File: src/design/hctbp_pkg.sv
`timescale 1ns / 1ps
// Shared types and constants for the Huffman code table bit packer.
// No dependencies; imported by the packing step and the top level.
package hctbp_pkg;

    localparam int CODE_W    = 32;
    localparam int LEN_FW    = 6;
    localparam int BYTE_BITS = 8;
    localparam int CNT_W     = 4;

    localparam logic [1:0] REQ_LOAD   = 2'd0;
    localparam logic [1:0] REQ_ENCODE = 2'd1;
    localparam logic [1:0] REQ_FLUSH  = 2'd2;

    // Working state of the packing loop.
    typedef struct packed {
        logic [CODE_W-1:0] cw;     // remaining codeword bits, left aligned
        logic [7:0]        pbuf;   // packing buffer
        logic [CNT_W-1:0]  cnt;    // bits held in pbuf, 0 to 8
        logic [LEN_FW-1:0] rem;    // codeword bits still to move
    } pack_state_t;

endpackage

File: src/design/hctbp_shifter.sv
`timescale 1ns / 1ps
// One packing step: moves as many codeword bits as fit into the byte buffer.
// Depends on hctbp_pkg.
module hctbp_shifter
    import hctbp_pkg::*;
(
    input  pack_state_t cur,
    output pack_state_t nxt
);

    logic [CNT_W-1:0] space;
    logic [CNT_W-1:0] take_n;
    logic [7:0]       take_bits;

    always_comb
    begin
        space = CNT_W'(BYTE_BITS) - cur.cnt;
        if ({{(LEN_FW-CNT_W){1'b0}}, space} > cur.rem)
        begin
            take_n = cur.rem[CNT_W-1:0];
        end
        else
        begin
            take_n = space;
        end
        // The top bits of the left-aligned codeword, right aligned.
        take_bits = cur.cw[CODE_W-1 -: 8] >> (CNT_W'(BYTE_BITS) - take_n);

        nxt.cw   = cur.cw << take_n;
        nxt.pbuf = (cur.pbuf << take_n) | take_bits;
        nxt.cnt  = cur.cnt + take_n;
        nxt.rem  = cur.rem - {{(LEN_FW-CNT_W){1'b0}}, take_n};
    end

endmodule

File: config.mk
export PLATFORM = sky130hd
export DESIGN_NAME = hctbp_shifter
export DESIGN_NICKNAME = d
export VERILOG_FILES = /design/src/design/hctbp_pkg.sv /design/src/design/hctbp_shifter.sv
export SDC_FILE = /design/constraint.sdc
export NUM_CORES = 1
export LEC_CHECK = 0
export BUFFER_PORTS_ARGS = -buffer_cell sky130_fd_sc_hd__buf_2
export CAP_MARGIN = 20
export CELL_PAD_IN_SITES_DETAIL_PLACEMENT = 0
export CELL_PAD_IN_SITES_GLOBAL_PLACEMENT = 1
export CORE_MARGIN = 2
export CORE_UTILIZATION = 36
export DETAILED_ROUTE_END_ITERATION = 6
export GPL_ROUTABILITY_DRIVEN = 0
export PLACE_DENSITY = 0.93
export SYNTH_ARGS = -nofsm -noshare
export SYNTH_HDL_FRONTEND = slang
export SYNTH_SLANG_ARGS = --single-unit
File: constraint.sdc
create_clock -name vclk -period 7.55
set_input_delay 1.51 -clock vclk [all_inputs]
set_output_delay 1.51 -clock vclk [all_outputs]
set_load 0.05 [all_outputs]
==> out/qor.yml <==
outcome: "complete, no violations"
worst_slack_ps: 702.0
drt-initial-drc-count: 503
start_util: 0.3669
fp-row-count: 31
cap_viol_max_count: 0
synthCells: 391
cp-start-kind: "input pin"
layout_commonest_cell: "buf_2"
drive_gt1_frac: 0.2863
grt_overflow: 0
antenna_found_initial: 0
hp-start: "cur[5]"
p_leak_nw: 1.390
cp-end-kind: "output port"
die_h_um: 89.52
path_class: "in -> out"
min_period_ps: 6848
grt_pass1_vias: 3199
seq_cells: 0
chipWidth_um: 89.52
fill_cells: 771
place_ws_ps: 738.8
fmax_mhz: 146.0
setup_viol: 0
peakVddDrop_mv: 0.09180
critPathRequiredTime_ps: 6040
wirelength_um: 10350
grt_max_degree: 44
layout.nets: 532
area_growth_pct: 21.72
worst_hold_path.num_cells: 3
synth.distinct_cells: 63
fin_crit_sh: 0.9070
critPathArrivalTime_ps: 5340
coreArea_mm2: 0.007176
holdBufCountCts: 0
syn_nets: 453
wl_per_cell_um: 18.25
multi_input_area_mm2: 0.002414
final_antenna_net_count: 0
die_area_mm2: 0.008013
dp.final_hpwl_um: 7944
final_cell_mix: "buf_2 (100), nand3_1 (63), o21ai_0 (44)"
antenna_cells: 0
via_count: 3749
ys_seq_area_frac: 0
yosysWarnings: 0
ioPinCount: 100
slew_headroom: 0.4968
min_path_type: "in -> out"
grt_pass1_wl_um: 15830
whs_endpoint: "nxt[5]"
cts_resized: 0
finalMaxSlewViolations: 0
regArea_um2: 0
rsz0062_at_grt: "false"
track_usage: 0.2424
worst_slew_pin_slew_ps: 749.8
nClkBuffers: 0
path_max_fanout: 34
syn_avg_cell_area_um2: 6.733
hold_violations: 0
tns_ps: 0
powerDensity_mw_per_mm2: 227.9
portBuffers: 100
synth_area_mm2: 0.002633
drcViolationCount: 0
dr.pass1.iters: 5
vias_per_cell: 6.612
postCtsSetupBuffers: 0
==> per-layer routing <==
| layer | up-vias | GRT usage | part of all wire |
|---|---|---|---|
| met5 | - | 0 | 0 |
| met4 | 0 | 0.02307 | 0.0065 |
| met3 | 10 | 0.01847 | 0.11 |
| met2 | 262 | 0.3919 | 0.46 |
| met1 | 1749 | 0.3623 | 0.42 |
| li1 | 1728 | - | - |
==> kinds of logic after synthesis <==
family	after synthesis	share of synthesized area
AO/OA/AOI/OAI	157	0.4278
AND/OR/NAND/NOR	129	0.2486
buffers and inverters	49	0.08317
multiplexers	35	0.1507
adder cells (fa/ha/maj)	12	0.05989
XOR/XNOR	9	0.02994
==> worst max-delay path, cell delays in order <==
cell and delay (ps):
buf_2 140, inv_1 70, ha_1 200, xor2_1 280
inv_1 150, ha_1 320, o21a_2 240, o31a_4 140
o211ai_4 350, mux2i_4 130, inv_4 300, ha_1 240
inv_1 60, ha_1 210, nand2b_1 170, a21oi_1 150
nor2_1 60, a21oi_1 170, xor2_1 150, buf_2 280
==> cells in the mapped netlist, types with 2 or more instances <==
cell,number,area (um^2)
nor2b_1,2,12.51
a311oi_1,9,78.83
and4_1,2,17.52
a32o_1,2,20.02
a21oi_1,18,90.09
buf_4,3,22.52
mux4_2,2,45.04
a32oi_1,29,254.0
clkbuf_1,18,67.56
o21ai_1,3,15.01
a211oi_1,7,52.55
o21ai_0,44,220.2
a31oi_1,4,25.02
nand2b_1,3,18.77
nor2_1,17,63.81
o211ai_1,7,52.55
a221oi_1,2,17.52
a21o_1,3,22.52
a21boi_2,2,22.52
xor2_1,4,35.03
o221ai_1,4,35.03
o22ai_1,4,25.02
nand2_1,24,90.09
inv_2,3,11.26
a22oi_1,5,37.54
nand4_1,2,12.51
buf_2,10,50.05
ha_1,11,137.6
inv_1,11,41.29
xnor2_1,5,43.79
nor3_1,4,20.02
mux2_2,3,33.78
mux2i_1,28,280.3
nand3_1,63,315.3
and3_1,5,31.28
==> how the worst max path moves through the flow <==
stage	from	endpoint	slack (ps)	cells past startpoint
2_1_floorplan	cur[6]	nxt[4]	670	20
3_3_place_gp	cur[6]	nxt[4]	810	20
3_5_place_dp	cur[6]	nxt[4]	740	20
4_1_cts	cur[6]	nxt[4]	720	20
5_1_grt	cur[6]	nxt[4]	440	20
6_report	cur[6]	nxt[4]	700	20
==> per-stage QoR <==
step	cells	total power, mW	area [um^2]	util	hold slack, ps
after CTS	567	0.7182	3204	0.4466	3394
after global placement	567	0.7130	3204	0.4466	3385
after global routing	567	0.7737	3204	0.4466	3405
after floorplan	391	0.5552	2633	-	3250
after detailed placement	567	0.7166	3204	0.4466	3394
final	567	0.7303	3204	0.4466	3392
==> layout make-up <==
cell class | count | share of cell area
Inverter | 15 | 0.01835
Multi-Input combinational cell | 342 | 0.7532
Timing Repair Buffer | 111 | 0.1898
Tap cell | 99 | 0.03866
==> power breakdown <==
part / switching, mW / internal, mW
Sequential: 0 / 0
Clock: 0 / 0
Combinational: 0.532 / 0.198
Total: 0.532 / 0.198
Power figures use the tool's default switching activity.
